## src/rtl/lfst_pkg.sv

```systemverilog
// shared types and constants for the fetch slot table
// no dependencies; imported by the interfaces and every module
`default_nettype none

package lfst_pkg;

  localparam int KEY_W   = 32;
  localparam int TIME_W  = 48;
  localparam int RETRY_W = 20;
  localparam int IDX_W   = 3;

  localparam logic [RETRY_W-1:0] RETRY_RESET = 20'd60000;

  typedef enum logic [1:0] {
    OP_REQUEST  = 2'd0,
    OP_TAKE     = 2'd1,
    OP_DISPATCH = 2'd2,
    OP_COMPLETE = 2'd3
  } op_t;

  typedef enum logic [1:0] {
    ST_DONE    = 2'd0,
    ST_MISS    = 2'd1,
    ST_BAD_KEY = 2'd2,
    ST_IGNORED = 2'd3
  } stat_t;

  typedef enum logic [2:0] {
    PH_EMPTY     = 3'd0,
    PH_QUEUED    = 3'd1,
    PH_LOADING   = 3'd2,
    PH_READY     = 3'd3,
    PH_DELIVERED = 3'd4,
    PH_FAILED    = 3'd5
  } phase_t;

  typedef struct packed {
    logic [KEY_W-1:0]  key;
    phase_t            phase;
    logic [TIME_W-1:0] touched;
    logic [TIME_W-1:0] retry_at;
  } slot_rec_t;

  // verdict of the shared compare unit on one slot
  typedef struct packed {
    logic hit;
    logic better;
  } eval_t;

endpackage

`default_nettype wire

```

## src/rtl/lfst_ifs.sv

```systemverilog
// channel interfaces of the fetch slot table: request, response, config
// depends on lfst_pkg for field widths
`default_nettype none

interface lfst_req_if import lfst_pkg::*; ();
  logic              valid;
  logic              ready;
  logic [1:0]        opcode;
  logic [KEY_W-1:0]  key;
  logic [TIME_W-1:0] now_ms;
  logic [IDX_W-1:0]  slot_index;
  logic              load_ok;
  logic              was_cancelled;

  modport source (output valid, opcode, key, now_ms, slot_index, load_ok, was_cancelled,
                  input ready);
  modport sink (input valid, opcode, key, now_ms, slot_index, load_ok, was_cancelled,
                output ready);
endinterface

interface lfst_rsp_if import lfst_pkg::*; ();
  logic             valid;
  logic             ready;
  logic [1:0]       status;
  logic [IDX_W-1:0] hit_slot;
  logic [KEY_W-1:0] hit_key;
  logic             newly_queued;
  logic             was_evicted;

  modport source (output valid, status, hit_slot, hit_key, newly_queued, was_evicted,
                  input ready);
  modport sink (input valid, status, hit_slot, hit_key, newly_queued, was_evicted,
                output ready);
endinterface

interface lfst_cfg_if import lfst_pkg::*; ();
  logic               valid;
  logic               ready;
  logic [RETRY_W-1:0] retry_interval;

  modport source (output valid, retry_interval, input ready);
  modport sink (input valid, retry_interval, output ready);
endinterface

`default_nettype wire

```

## src/rtl/lfst_slot_eval.sv

```systemverilog
// shared compare unit: judges one slot record per cycle for the current op
// depends on lfst_pkg
`default_nettype none

module lfst_slot_eval import lfst_pkg::*; #(
  parameter int SLOT_W = 3
) (
  input  op_t               op,
  input  logic [KEY_W-1:0]  key,
  input  logic [IDX_W-1:0]  slot_index,
  input  logic [SLOT_W-1:0] slot,
  input  slot_rec_t         rec,
  input  logic              cand_valid,
  input  logic [TIME_W-1:0] cand_touched,
  output eval_t             verdict
);

  localparam int CW = (SLOT_W > IDX_W) ? SLOT_W : IDX_W;

  logic key_eq;
  logic idx_eq;
  logic older;

  assign key_eq = (rec.key == key);
  assign idx_eq = (CW'(slot) == CW'(slot_index));
  // strict compare keeps the lowest index on a tie
  assign older  = !cand_valid || (rec.touched < cand_touched);

  always_comb begin
    verdict = '0;
    unique case (op)
      OP_REQUEST: begin
        verdict.hit    = key_eq;
        verdict.better = (rec.phase != PH_LOADING) && older;
      end
      OP_TAKE:     verdict.hit = key_eq && (rec.phase == PH_READY);
      OP_DISPATCH: verdict.hit = (rec.phase == PH_QUEUED);
      OP_COMPLETE: verdict.hit = idx_eq;
      default:     verdict = '0;
    endcase
  end

endmodule

`default_nettype wire

```

## src/rtl/lru_fetch_slot_table.sv

```systemverilog
// Fetch slot table: SLOTS keyed slots kept in one record memory and walked one slot per
// cycle through a single shared compare unit. From one accept to the next an item passes
// through the idle state, the scan state once per slot read, the tail state for the last
// read to return, and the update state that writes the slot back and loads the response
// register; a request with a zero key skips the walk. The walk runs over the memory's
// single read port. The response register holds a finished result, so the next item is
// accepted while it waits; a new update waits only if it is still unread. Slot state
// reads as empty after reset through per-slot valid flops, so no clearing pass is
// needed. hit_slot carries the low three bits of the slot number.
`default_nettype none

module lru_fetch_slot_table import lfst_pkg::*; #(
  parameter int SLOTS = 8
) (
  input wire logic       clk,
  input wire logic       rst,
  lfst_req_if.sink       req,
  lfst_rsp_if.source     rsp,
  lfst_cfg_if.sink       cfg
);

  localparam int SW = (SLOTS > 1) ? $clog2(SLOTS) : 1;
  localparam int CW = (SW > IDX_W) ? SW : IDX_W;
  localparam logic [SW-1:0] LAST_SLOT = SW'(SLOTS - 1);

  typedef enum logic [1:0] {
    S_IDLE,
    S_SCAN,
    S_TAIL,
    S_UPDATE
  } state_t;

  state_t state;

  // captured item
  op_t               op_q;
  logic [KEY_W-1:0]  key_q;
  logic [TIME_W-1:0] now_q;
  logic [IDX_W-1:0]  idx_q;
  logic              ok_q;
  logic              canc_q;

  logic [RETRY_W-1:0] retry_interval;

  // slot memory
  slot_rec_t        mem [SLOTS];
  logic [SLOTS-1:0] mem_valid;
  slot_rec_t        rd_rec;
  logic             rd_vld;
  logic [SW-1:0]    scan_addr;
  logic             rd_live;
  logic [SW-1:0]    rd_idx;
  slot_rec_t        seen;

  // walk results
  logic          found;
  logic [SW-1:0] hit_idx;
  slot_rec_t     hit_rec;
  logic          cand;
  logic [SW-1:0] cand_idx;
  slot_rec_t     cand_rec;
  eval_t         verdict;

  // response register
  logic             rsp_valid;
  stat_t            rsp_status;
  logic [IDX_W-1:0] rsp_slot;
  logic [KEY_W-1:0] rsp_key;
  logic             rsp_queued;
  logic             rsp_evicted;

  // update cycle
  logic              out_free;
  logic              commit;
  logic              wr_en;
  logic [SW-1:0]     wr_idx;
  slot_rec_t         wr_rec;
  stat_t             res_status;
  logic [KEY_W-1:0]  res_key;
  logic              res_queued;
  logic              res_evicted;
  logic [TIME_W:0]   retry_sum;
  logic [TIME_W-1:0] retry_sat;
  logic [CW-1:0]     wr_idx_ext;

  assign req.ready = (state == S_IDLE);
  assign cfg.ready = 1'b1;

  assign rsp.valid        = rsp_valid;
  assign rsp.status       = rsp_status;
  assign rsp.hit_slot     = rsp_slot;
  assign rsp.hit_key      = rsp_key;
  assign rsp.newly_queued = rsp_queued;
  assign rsp.was_evicted  = rsp_evicted;

  assign out_free = !rsp_valid || rsp.ready;
  assign commit   = (state == S_UPDATE) && out_free;

  always_ff @(posedge clk) begin
    if (rst) begin
      retry_interval <= RETRY_RESET;
    end else if (cfg.valid) begin
      retry_interval <= cfg.retry_interval;
    end
  end

  always_ff @(posedge clk) begin
    rd_rec <= mem[scan_addr];
    rd_vld <= mem_valid[scan_addr];
    if (commit && wr_en) begin
      mem[wr_idx] <= wr_rec;
    end
  end

  always_ff @(posedge clk) begin
    if (rst) begin
      mem_valid <= '0;
    end else if (commit && wr_en) begin
      mem_valid[wr_idx] <= 1'b1;
    end
  end

  // never-written slots read as the reset record
  assign seen = rd_vld ? rd_rec : '0;

  lfst_slot_eval #(
    .SLOT_W (SW)
  ) u_eval (
    .op           (op_q),
    .key          (key_q),
    .slot_index   (idx_q),
    .slot         (rd_idx),
    .rec          (seen),
    .cand_valid   (cand),
    .cand_touched (cand_rec.touched),
    .verdict      (verdict)
  );

  assign retry_sum  = {1'b0, now_q} + (TIME_W + 1)'(retry_interval);
  assign retry_sat  = retry_sum[TIME_W] ? '1 : retry_sum[TIME_W-1:0];
  assign wr_idx_ext = CW'(wr_idx);

  always_comb begin
    wr_en       = 1'b0;
    wr_idx      = hit_idx;
    wr_rec      = hit_rec;
    res_status  = ST_MISS;
    res_key     = '0;
    res_queued  = 1'b0;
    res_evicted = 1'b0;
    unique case (op_q)
      OP_REQUEST: begin
        if (key_q == '0) begin
          res_status = ST_BAD_KEY;
        end else if (found || cand) begin
          if (!found) begin
            wr_idx          = cand_idx;
            wr_rec          = cand_rec;
            res_evicted     = (cand_rec.key != '0);
            wr_rec.key      = key_q;
            wr_rec.phase    = PH_EMPTY;
            wr_rec.retry_at = '0;
          end
          wr_rec.touched = now_q;
          if (wr_rec.phase == PH_EMPTY || wr_rec.phase == PH_DELIVERED ||
              (wr_rec.phase == PH_FAILED && now_q >= wr_rec.retry_at)) begin
            wr_rec.phase = PH_QUEUED;
            res_queued   = 1'b1;
          end
          wr_en      = 1'b1;
          res_status = ST_DONE;
          res_key    = key_q;
        end
      end
      OP_TAKE: begin
        if (found) begin
          wr_rec.phase = PH_DELIVERED;
          wr_en        = 1'b1;
          res_status   = ST_DONE;
          res_key      = key_q;
        end
      end
      OP_DISPATCH: begin
        if (found) begin
          wr_rec.phase = PH_LOADING;
          wr_en        = 1'b1;
          res_status   = ST_DONE;
          res_key      = hit_rec.key;
        end
      end
      OP_COMPLETE: begin
        if (found && hit_rec.phase == PH_LOADING) begin
          if (ok_q) begin
            wr_rec.phase = PH_READY;
          end else begin
            wr_rec.phase    = canc_q ? PH_QUEUED : PH_FAILED;
            wr_rec.retry_at = retry_sat;
          end
          wr_en      = 1'b1;
          res_status = ST_DONE;
          res_key    = hit_rec.key;
        end else begin
          res_status = ST_IGNORED;
        end
      end
      default: res_status = ST_MISS;
    endcase
  end

  always_ff @(posedge clk) begin
    if (rst) begin
      state     <= S_IDLE;
      rd_live   <= 1'b0;
      found     <= 1'b0;
      cand      <= 1'b0;
      rsp_valid <= 1'b0;
      scan_addr <= '0;
    end else begin
      rd_live <= (state == S_SCAN);
      rd_idx  <= scan_addr;
      if (rd_live) begin
        if (verdict.hit && !found) begin
          found   <= 1'b1;
          hit_idx <= rd_idx;
          hit_rec <= seen;
        end
        if (verdict.better) begin
          cand     <= 1'b1;
          cand_idx <= rd_idx;
          cand_rec <= seen;
        end
      end
      if (rsp_valid && rsp.ready && !commit) begin
        rsp_valid <= 1'b0;
      end
      unique case (state)
        S_IDLE: begin
          if (req.valid) begin
            op_q      <= op_t'(req.opcode);
            key_q     <= req.key;
            now_q     <= req.now_ms;
            idx_q     <= req.slot_index;
            ok_q      <= req.load_ok;
            canc_q    <= req.was_cancelled;
            found     <= 1'b0;
            cand      <= 1'b0;
            scan_addr <= '0;
            // zero key on a request needs no walk
            if (op_t'(req.opcode) == OP_REQUEST && req.key == '0) begin
              state <= S_UPDATE;
            end else begin
              state <= S_SCAN;
            end
          end
        end
        S_SCAN: begin
          if (scan_addr == LAST_SLOT) begin
            state <= S_TAIL;
          end else begin
            scan_addr <= scan_addr + 1'b1;
          end
        end
        S_TAIL: state <= S_UPDATE;
        S_UPDATE: begin
          if (out_free) begin
            rsp_valid   <= 1'b1;
            rsp_status  <= res_status;
            rsp_slot    <= (res_status == ST_DONE) ? wr_idx_ext[IDX_W-1:0] : '0;
            rsp_key     <= res_key;
            rsp_queued  <= res_queued;
            rsp_evicted <= res_evicted;
            state       <= S_IDLE;
          end
        end
        default: state <= S_IDLE;
      endcase
    end
  end

  a_fail_fields_zero: assert property (@(posedge clk) disable iff (rst)
    (rsp_valid && rsp_status != ST_DONE) |-> (rsp_slot == '0 && rsp_key == '0 &&
                                              !rsp_queued && !rsp_evicted))
    else $error("non-done result carries slot data");

  a_flags_request_only: assert property (@(posedge clk) disable iff (rst)
    (commit && op_q != OP_REQUEST) |=> (!rsp_queued && !rsp_evicted))
    else $error("queue or evict flag on a non-request result");

  a_busy_after_accept: assert property (@(posedge clk) disable iff (rst)
    (req.valid && req.ready) |=> !req.ready)
    else $error("accepted a second item before the walk");

  a_read_in_walk: assert property (@(posedge clk) disable iff (rst)
    rd_live |-> (state == S_SCAN || state == S_TAIL))
    else $error("read data returned outside the walk");

  a_write_keeps_result: assert property (@(posedge clk) disable iff (rst)
    (commit && wr_en) |=> (rsp_valid && rsp_status == ST_DONE))
    else $error("slot written without a done result");

endmodule

`default_nettype wire
```

## src/flat_wrapper.sv

```systemverilog
// flat-port wrapper written by rule: the top's interface ports become plain ports
module lru_fetch_slot_table_flat import lfst_pkg::*;
#(
  parameter int SLOTS = 8
)
  (clk, rst, req_valid, req_opcode, req_key, req_now_ms, req_slot_index, req_load_ok, req_was_cancelled, req_ready, rsp_valid, rsp_status, rsp_hit_slot, rsp_hit_key, rsp_newly_queued, rsp_was_evicted, rsp_ready, cfg_valid, cfg_retry_interval, cfg_ready);
  lfst_req_if req_i ();
  lfst_rsp_if rsp_i ();
  lfst_cfg_if cfg_i ();
  input wire logic clk;
  input wire logic rst;
  input wire logic [$bits(req_i.valid)-1:0] req_valid;
  input wire logic [$bits(req_i.opcode)-1:0] req_opcode;
  input wire logic [$bits(req_i.key)-1:0] req_key;
  input wire logic [$bits(req_i.now_ms)-1:0] req_now_ms;
  input wire logic [$bits(req_i.slot_index)-1:0] req_slot_index;
  input wire logic [$bits(req_i.load_ok)-1:0] req_load_ok;
  input wire logic [$bits(req_i.was_cancelled)-1:0] req_was_cancelled;
  output wire logic [$bits(req_i.ready)-1:0] req_ready;
  output wire logic [$bits(rsp_i.valid)-1:0] rsp_valid;
  output wire logic [$bits(rsp_i.status)-1:0] rsp_status;
  output wire logic [$bits(rsp_i.hit_slot)-1:0] rsp_hit_slot;
  output wire logic [$bits(rsp_i.hit_key)-1:0] rsp_hit_key;
  output wire logic [$bits(rsp_i.newly_queued)-1:0] rsp_newly_queued;
  output wire logic [$bits(rsp_i.was_evicted)-1:0] rsp_was_evicted;
  input wire logic [$bits(rsp_i.ready)-1:0] rsp_ready;
  input wire logic [$bits(cfg_i.valid)-1:0] cfg_valid;
  input wire logic [$bits(cfg_i.retry_interval)-1:0] cfg_retry_interval;
  output wire logic [$bits(cfg_i.ready)-1:0] cfg_ready;
  assign req_i.valid = req_valid;
  assign req_i.opcode = req_opcode;
  assign req_i.key = req_key;
  assign req_i.now_ms = req_now_ms;
  assign req_i.slot_index = req_slot_index;
  assign req_i.load_ok = req_load_ok;
  assign req_i.was_cancelled = req_was_cancelled;
  assign req_ready = req_i.ready;
  assign rsp_valid = rsp_i.valid;
  assign rsp_status = rsp_i.status;
  assign rsp_hit_slot = rsp_i.hit_slot;
  assign rsp_hit_key = rsp_i.hit_key;
  assign rsp_newly_queued = rsp_i.newly_queued;
  assign rsp_was_evicted = rsp_i.was_evicted;
  assign rsp_i.ready = rsp_ready;
  assign cfg_i.valid = cfg_valid;
  assign cfg_i.retry_interval = cfg_retry_interval;
  assign cfg_ready = cfg_i.ready;
  lru_fetch_slot_table #(.SLOTS(SLOTS)) u_core (.clk(clk), .rst(rst), .req(req_i), .rsp(rsp_i), .cfg(cfg_i));
endmodule
```

## config.mk

```make
export PLATFORM = sky130hd
export DESIGN_NAME = lru_fetch_slot_table_flat
export DESIGN_NICKNAME = d
export VERILOG_FILES = /design/src/rtl/lfst_pkg.sv /design/src/rtl/lfst_ifs.sv /design/src/rtl/lfst_slot_eval.sv /design/src/rtl/lru_fetch_slot_table.sv /design/src/flat_wrapper.sv
export SDC_FILE = /design/constraint.sdc
export NUM_CORES = 2
export LEC_CHECK = 0
export BUFFER_PORTS_ARGS = -buffer_cell sky130_fd_sc_hd__buf_2
export CAP_MARGIN = 20
export CORE_MARGIN = 2
export CORE_UTILIZATION = 25
export DETAILED_ROUTE_END_ITERATION = 6
export PLACE_DENSITY = 0.4
export SYNTH_ARGS = -nofsm -noshare
export SYNTH_HDL_FRONTEND = slang
export SYNTH_SLANG_ARGS = --single-unit
```

## constraint.sdc

```tcl
create_clock -name clk -period 30 [get_ports clk]
set_input_delay 7.5 -clock clk [delete_from_list [all_inputs] [get_ports clk]]
set_output_delay 7.5 -clock clk [all_outputs]
set_load 0.05 [all_outputs]
```

Word level (Yosys, flattened, before mapping)
Memories as Yosys holds them, arrays and structs flattened. A register that Yosys moved wholly into a read port is not among the register bits.
Index checks and enable logic that the tools add are counted.
Widths: inputs -> output; s select.
{"block": "classes", "n_addsub": 2, "reduce_logical": 38, "bitwise": 4, "n_eq_ne": 19, "n_mux": 68, "order_cmp": 5}
{"op": "$mux 131", "count": 7}
{"op": "$mux 32", "count": 6}
{"op": "$mux 48", "count": 4}
{"op": "$pmux 32 s4", "count": 1}
{"op": "$pmux 48 s2", "count": 1}
{"op": "$logic_not 32->1", "count": 2}
{"op": "$add 48x20->49", "count": 1}
{"op": "$ge 48x48->1", "count": 1}
{"op": "$lt 48x48->1", "count": 1}
{"op": "$mux 3", "count": 12}
{"op": "$eq 32x32->1", "count": 1}
{"op": "$reduce_bool 32->1", "count": 1}
{"op": "$mux 1", "count": 23}
{"op": "$reduce_and 3->1", "count": 6}
{"op": "$mux 2", "count": 6}
{"op": "$pmux 3 s4", "count": 1}
{"op": "$logic_and 1x1->1", "count": 11}
{"op": "$eq 3x3->1 const B", "count": 3}
{"op": "$eq 2x2->1 const B", "count": 4}
{"op": "$logic_not 2->1", "count": 4}
{"op": "$lt 3x4->1 const B", "count": 2}
{"op": "$or 8x8->8", "count": 1}
{"op": "$pmux 2 s4", "count": 1}
{"op": "$eq 3x2->1 const B", "count": 2}
{"op": "22 further kinds", "count": 34}
{"block": "totals", "mem_bits_rw": 1048, "regBits": 384, "inputBits": 112, "n_memories": 1, "out_inout_bits": 42}
{"memory": "u_core.mem", "words": 8, "width": 131, "read_ports": 1, "rd_clocked_by_memory_dff": 1, "wr": 1, "line": "lru_fetch_slot_table.sv:46", "text": "slot_rec_t mem [SLOTS];"}

Logic depth before layout (Yosys ltp)
{"block": "depth", "ltp_word": 11, "ltp_mapped": 15}

Cells and area by module
From an unflattened synthesis, not the netlist that was laid out.
{"block": "hier_totals", "cells_unflattened": 3405, "area_unflattened_um2": 62150.9}
{"module": "lru_fetch_slot_table", "cells_each": 3179, "n_inst": 1, "area_per_inst_um2": 60514.3, "seq_area_each_um2": 45243.4}
{"module": "lfst_slot_eval", "cells_each": 226, "n_inst": 1, "area_per_inst_um2": 1636.6, "seq_area_each_um2": 0.0}

Least setup slack after synthesis
No wires, ideal clock.
{"block": "synth_timing", "path_type": "input to register", "from": "in rst", "to": "reg u_core.hit_idx[0], enable pin", "path_stages": 3, "t_arrival_ns": 17.020, "setup_time_ns": 0.791, "path_slack_ns": 12.189, "path_cell_list": "clkbuf_1 -> clkbuf_1 -> nor3_1"}
{"block": "synth_between", "elab_chain_cells": 2}
{"element": "from (decl)", "line": "flat_wrapper.sv:11", "text": "input wire logic rst;"}
{"element": "$not 1->1 (no line)"}
{"element": "$reduce_and 3->1 (no line)"}
{"element": "to (signal assigned)", "line": "lru_fetch_slot_table.sv:224", "text": "hit_idx <= rd_idx;"}
{"element": "to (decl)", "line": "lru_fetch_slot_table.sv:57", "text": "logic [SW-1:0] hit_idx;"}
Every way passes these cells.
A chain may end at the register's enable or synchronous reset.

Final worst setup path
{"block": "layout_timing", "from": "in rsp_ready", "to": "mem u_core.mem[6][15] in the netlist's numbering, enable pin"}
{"block": "layout_between", "elab_chain_cells": 5}
{"element": "from (decl)", "line": "flat_wrapper.sv:26", "text": "input wire logic [$bits(rsp_i.ready)-1:0] rsp_ready;"}
{"element": "$logic_or 1x1->1", "line": "lru_fetch_slot_table.sv:96", "text": "assign out_free = !rsp_valid || rsp.ready;"}
{"element": "$logic_and 1x1->1", "line": "lru_fetch_slot_table.sv:97", "text": "assign commit = (state == S_UPDATE) && out_free;"}
{"element": "$logic_and 1x1->1", "line": "lru_fetch_slot_table.sv:110", "text": "if (commit && wr_en) begin"}
{"element": "$mux 1", "line": "lru_fetch_slot_table.sv:110"}
{"element": "$mux 1 (implied by the code)", "line": "lru_fetch_slot_table.sv:111", "text": "mem[wr_idx] <= wr_rec;"}
{"element": "to (decl)", "line": "lru_fetch_slot_table.sv:46"}
Every way passes these cells.

==> metrics.cfg <==
[status]
outcome = complete, no violations

[synthesis]
syn-instance-count = 3485
synth-main-ff-cell = edfxtp_1
synthDominantCellAreaShare_pct = 66.9
ys_seq_elements = 1563
synth_area_leaders = edfxtp_1 (67%), mux4_2 (9.5%), dfxtp_1 (5.4%)
syn-mean-instance-area_um2 = 17.9
mapped_nets = 3724
ys_warn_count = 0
synthesis.area_mm2 = 0.0625
postSynth.asyncResetShare_pct = 0
synth_area_leader_cell = edfxtp_1
number_of_enable_type_register_cells_in_the_synthesized_netlist = 1394
synth_sequential_area_ratio_pct = 72.3
number_of_unique_standard_cell_types_used_by_synthesis = 76

[floorplanning]
die_height_um = 504
core.rowCount = 183
start_util_pct = 25.2
core-area_mm2 = 0.249
ios = 154
die_w_um = 504
die_area_mm2 = 0.254

[detailed_routing]
wl_per_cell_um = 24.6
drt-total-wl_mm = 177
final_antenna_net_count = 0
drt_pass1_iterations = 5
post_drt_via_cell_ratio = 4.51
vias = 32400
drt_iter0_drc = 2698
post-route-drc-count = 0

[clock_network]
cts-root-to-sink-buffers = 3
cts.root.buffer_cell = clkbuf_16
clk-insertion-delay-late_ns = 0.82
cts_buffers = 170
count_of_hold_buffers_inserted_by_post_cts_repair = 0
clkSinkCount = 1563
cts_tree = yes
post_cts.repair.setup_buffers = 0
post_cts_resize_count = 0
clk_pin_slew_ns = 0.06
ctsHtreeMaxLevel = 4

[setup_path]
worst-path-buf-inv = 4
path_max_fanout = 50
crit_path_start_kind = input port
timing_worst_setup_path_type = input port to register
timing.critical_path.mode_cell = buf_4
timing.critical_path.max_delay_family = buffers and inverters
max_stage_delay_ns = 0.91
cp-end-kind = register
crit_path_cell_trace = buf_2 -> nor2b_1 -> nand2b_1 -> a21oi_1 -> nand3b_1 -> nor2b_4 -> buf_4 -> buf_4 -> buf_4
critical_path.slowest_cell = buf_4
required_time_at_the_worst_slack_endpoint_ns = 30.43
cp_data_arrival_time_ns = 11.11

[sta]
min_period_ns = 10.69
clock-skew-final_ns = 0.0270
hold_ws_ns = 0.463
hold_viol = 0
unrepaired_setup_endpoints_after_global_routing = no
tns_ns = 0
tightestPinTransition_ns = 1.10
maxSlewHeadroom_pct = 26.6
timing.final.max_slew_violations = 0
final_number_of_setup_violating_endpoints = 0
worst_slack_ns = 19.31
final_min_period_over_clock_period_pct = 35.6
achievable-frequency_mhz = 93.6

[grt]
first_pass_grt_wire_length_mm = 253
globalRouteMet3Util_pct = 2.27
grt.total_usage_pct = 13.7
global_route.usage.met2_pct = 21.3
grt_max_degree = 129
globalRoute.busiestLayer = met2
grt_pass1_vias = 33300
global_route.overflow_total = 0
grt.met1_usage_pct = 19.9
antenna_found_initial = 28

[finish]
ratio_of_cells_with_drive_above_1_in_the_final_layout_pct = 25.2
area_growth_synth_to_finish_pct = 16.9
nNetsFinal = 3954

[pwr]
net-switching-power_mw = 1.24
intPower_mw = 3.86
power.static_leakage_nw = 23.7
sequentialPowerShare_pct = 49.2
pwr_density_cell_mw_per_mm2 = 69.9
switching_share_pct = 24.4
pwr-share-comb_pct = 10.3
max-vdd-ir-drop_v = 0.0000552
power.share.clock_pct = 40.5

[job]
drv_cap = 0

[placed_design]
dpl.hpwl_mm = 106
numPortBuffers = 152
post-place-ws_ns = 18.41
routabilityCongestion = 0.755

[min_path]
kind_of_path_behind_the_tightest_hold_check = register to register

[final timing paths]
| check | slack (ns) | end | start | depth (start not counted) |
|---|---|---|---|---|
| min | 0.46 | u_core.mem_valid[2]$_SDFFE_PP0P_ | u_core.mem_valid[2]$_SDFFE_PP0P_ | 1 |
| max reg2reg | 23.49 | u_core.mem[6][15]$_DFFE_PP_ | u_core.key_q[12]$_DFFE_PP_ | 10 |
| max | 19.31 | u_core.mem[6][15]$_DFFE_PP_ | rsp_ready | 9 |
| min reg2reg | 0.46 | u_core.mem_valid[2]$_SDFFE_PP0P_ | u_core.mem_valid[2]$_SDFFE_PP0P_ | 1 |
[placed cells by master (no fill, tap or decap), types with 8 or more instances in the layout]
| cell type | synthesis | routed |
|---|---|---|
| buf_12 | 0 | 14 |
| buf_4 | 4 | 43 |
| ha_1 | 126 | 126 |
| buf_2 | 20 | 153 |
| nand3_1 | 44 | 44 |
| nand2_1 | 131 | 130 |
| xnor2_1 | 32 | 32 |
| xor2_1 | 28 | 28 |
| edfxtp_1 | 1394 | 1394 |
| a21o_1 | 37 | 37 |
| clkinv_2 | 0 | 26 |
| clkbuf_16 | 0 | 173 |
| mux2_2 | 208 | 208 |
| mux4_2 | 264 | 264 |
| nor2_4 | 0 | 8 |
| a21oi_1 | 153 | 151 |
| nor3_1 | 50 | 47 |
| a211oi_1 | 20 | 20 |
| nand4_1 | 33 | 33 |
| o21ai_0 | 81 | 80 |
| nand3b_1 | 19 | 19 |
| o22a_1 | 11 | 11 |
| and3_1 | 10 | 10 |
| bufinv_16 | 0 | 8 |
| mux2i_1 | 24 | 24 |
| a22oi_1 | 27 | 27 |
| clkbuf_1 | 94 | 54 |
| nor2b_1 | 16 | 14 |
| a31oi_1 | 8 | 8 |
| nor4_1 | 28 | 28 |
| dfxtp_1 | 169 | 164 |
| clkinv_1 | 1 | 21 |
| nor2_1 | 87 | 82 |
| inv_1 | 75 | 75 |
| o21a_1 | 13 | 13 |
| clkbuf_8 | 0 | 18 |
| and2_1 | 137 | 137 |
[Yosys cell counts (all sizes together), types with 10 or more instances]
cell and number:
edfxtp 1394, mux4 264, mux2 209, dfxtp 169
a21oi 154, and2 137, nand2 131, ha 126
clkbuf 94, nor2 90, o21ai 87, inv 75
buf 60, nor3 50, nand3 44, a21o 37
nand4 33, xnor2 32, nor4 28, xor2 28
a22oi 27, mux2i 24, a211oi 21, nand3b 19
nor2b 17, o21a 13, o22a 11, and3 10
[power groups by stage]
stage / clock, mW / combinational [mW] / sequential [mW]
detailed placement: 0 / 0.536 / 2.56
floorplan: 0 / 0.377 / 2.53
finish: 2.07 / 0.525 / 2.51
global placement: 0 / 0.537 / 2.56
global route: 2.22 / 0.575 / 2.52
CTS: 2.14 / 0.539 / 2.52
[logic make-up after synthesis]
group / synth area share, %
buffers and inverters: 1.44
AO/OA/AOI/OAI: 4.28
flip-flops: 72.3
multiplexers: 13.7
other: 0.00600
adder cells (fa/ha/maj): 2.55
AND/OR/NAND/NOR: 4.90
XOR/XNOR: 0.840
[area by class of cell]
class / instances / area (um^2)
inverter: 76 / 285
tap: 3330 / 4170
clock inverter: 75 / 697
fill: 24700 / 176000
timing repair buffer: 212 / 1390
clock buffer: 245 / 4780
sequential: 1563 / 45300
antenna: 5 / 12.5
multi-input combinational: 1692 / 16500
[per-layer routing]
metal	vias to the layer above	share of wire [%]
li1	14400	-
met1	17000	48
met2	823	46
met3	236	4.4
met4	2	2.1
met5	-	0.0073
[state kept, by name (all words and copies together) (netlist names), 2 cells and up]
register               count
u_core.mem              1048
u_core.hit_rec           131
u_core.rd_rec            131
u_core.cand_rec           80
u_core.now_q              48
u_core.key_q              32
u_core.rsp.hit_key        32
u_core.retry_interval     20
u_core.mem_valid           8
u_core.cand_idx            3
u_core.hit_idx             3
u_core.idx_q               3
u_core.rd_idx              3
u_core.rsp.hit_slot        3
u_core.scan_addr           3
u_core.op_q                2
u_core.rsp.status          2
u_core.state               2
[through the flow]
stage / util [%] / std cells / instance area [um^2] / power, mW
floorplan: - / 3485 / 62600 / 2.90
global placement: 27.2 / 6868 / 67600 / 3.10
detailed placement: 27.2 / 6870 / 67600 / 3.10
CTS: 29.4 / 7190 / 73100 / 5.19
global route: 29.4 / 7194 / 73100 / 5.32
finish: 29.4 / 7198 / 73100 / 5.11
Power figures use the tool's default switching activity.
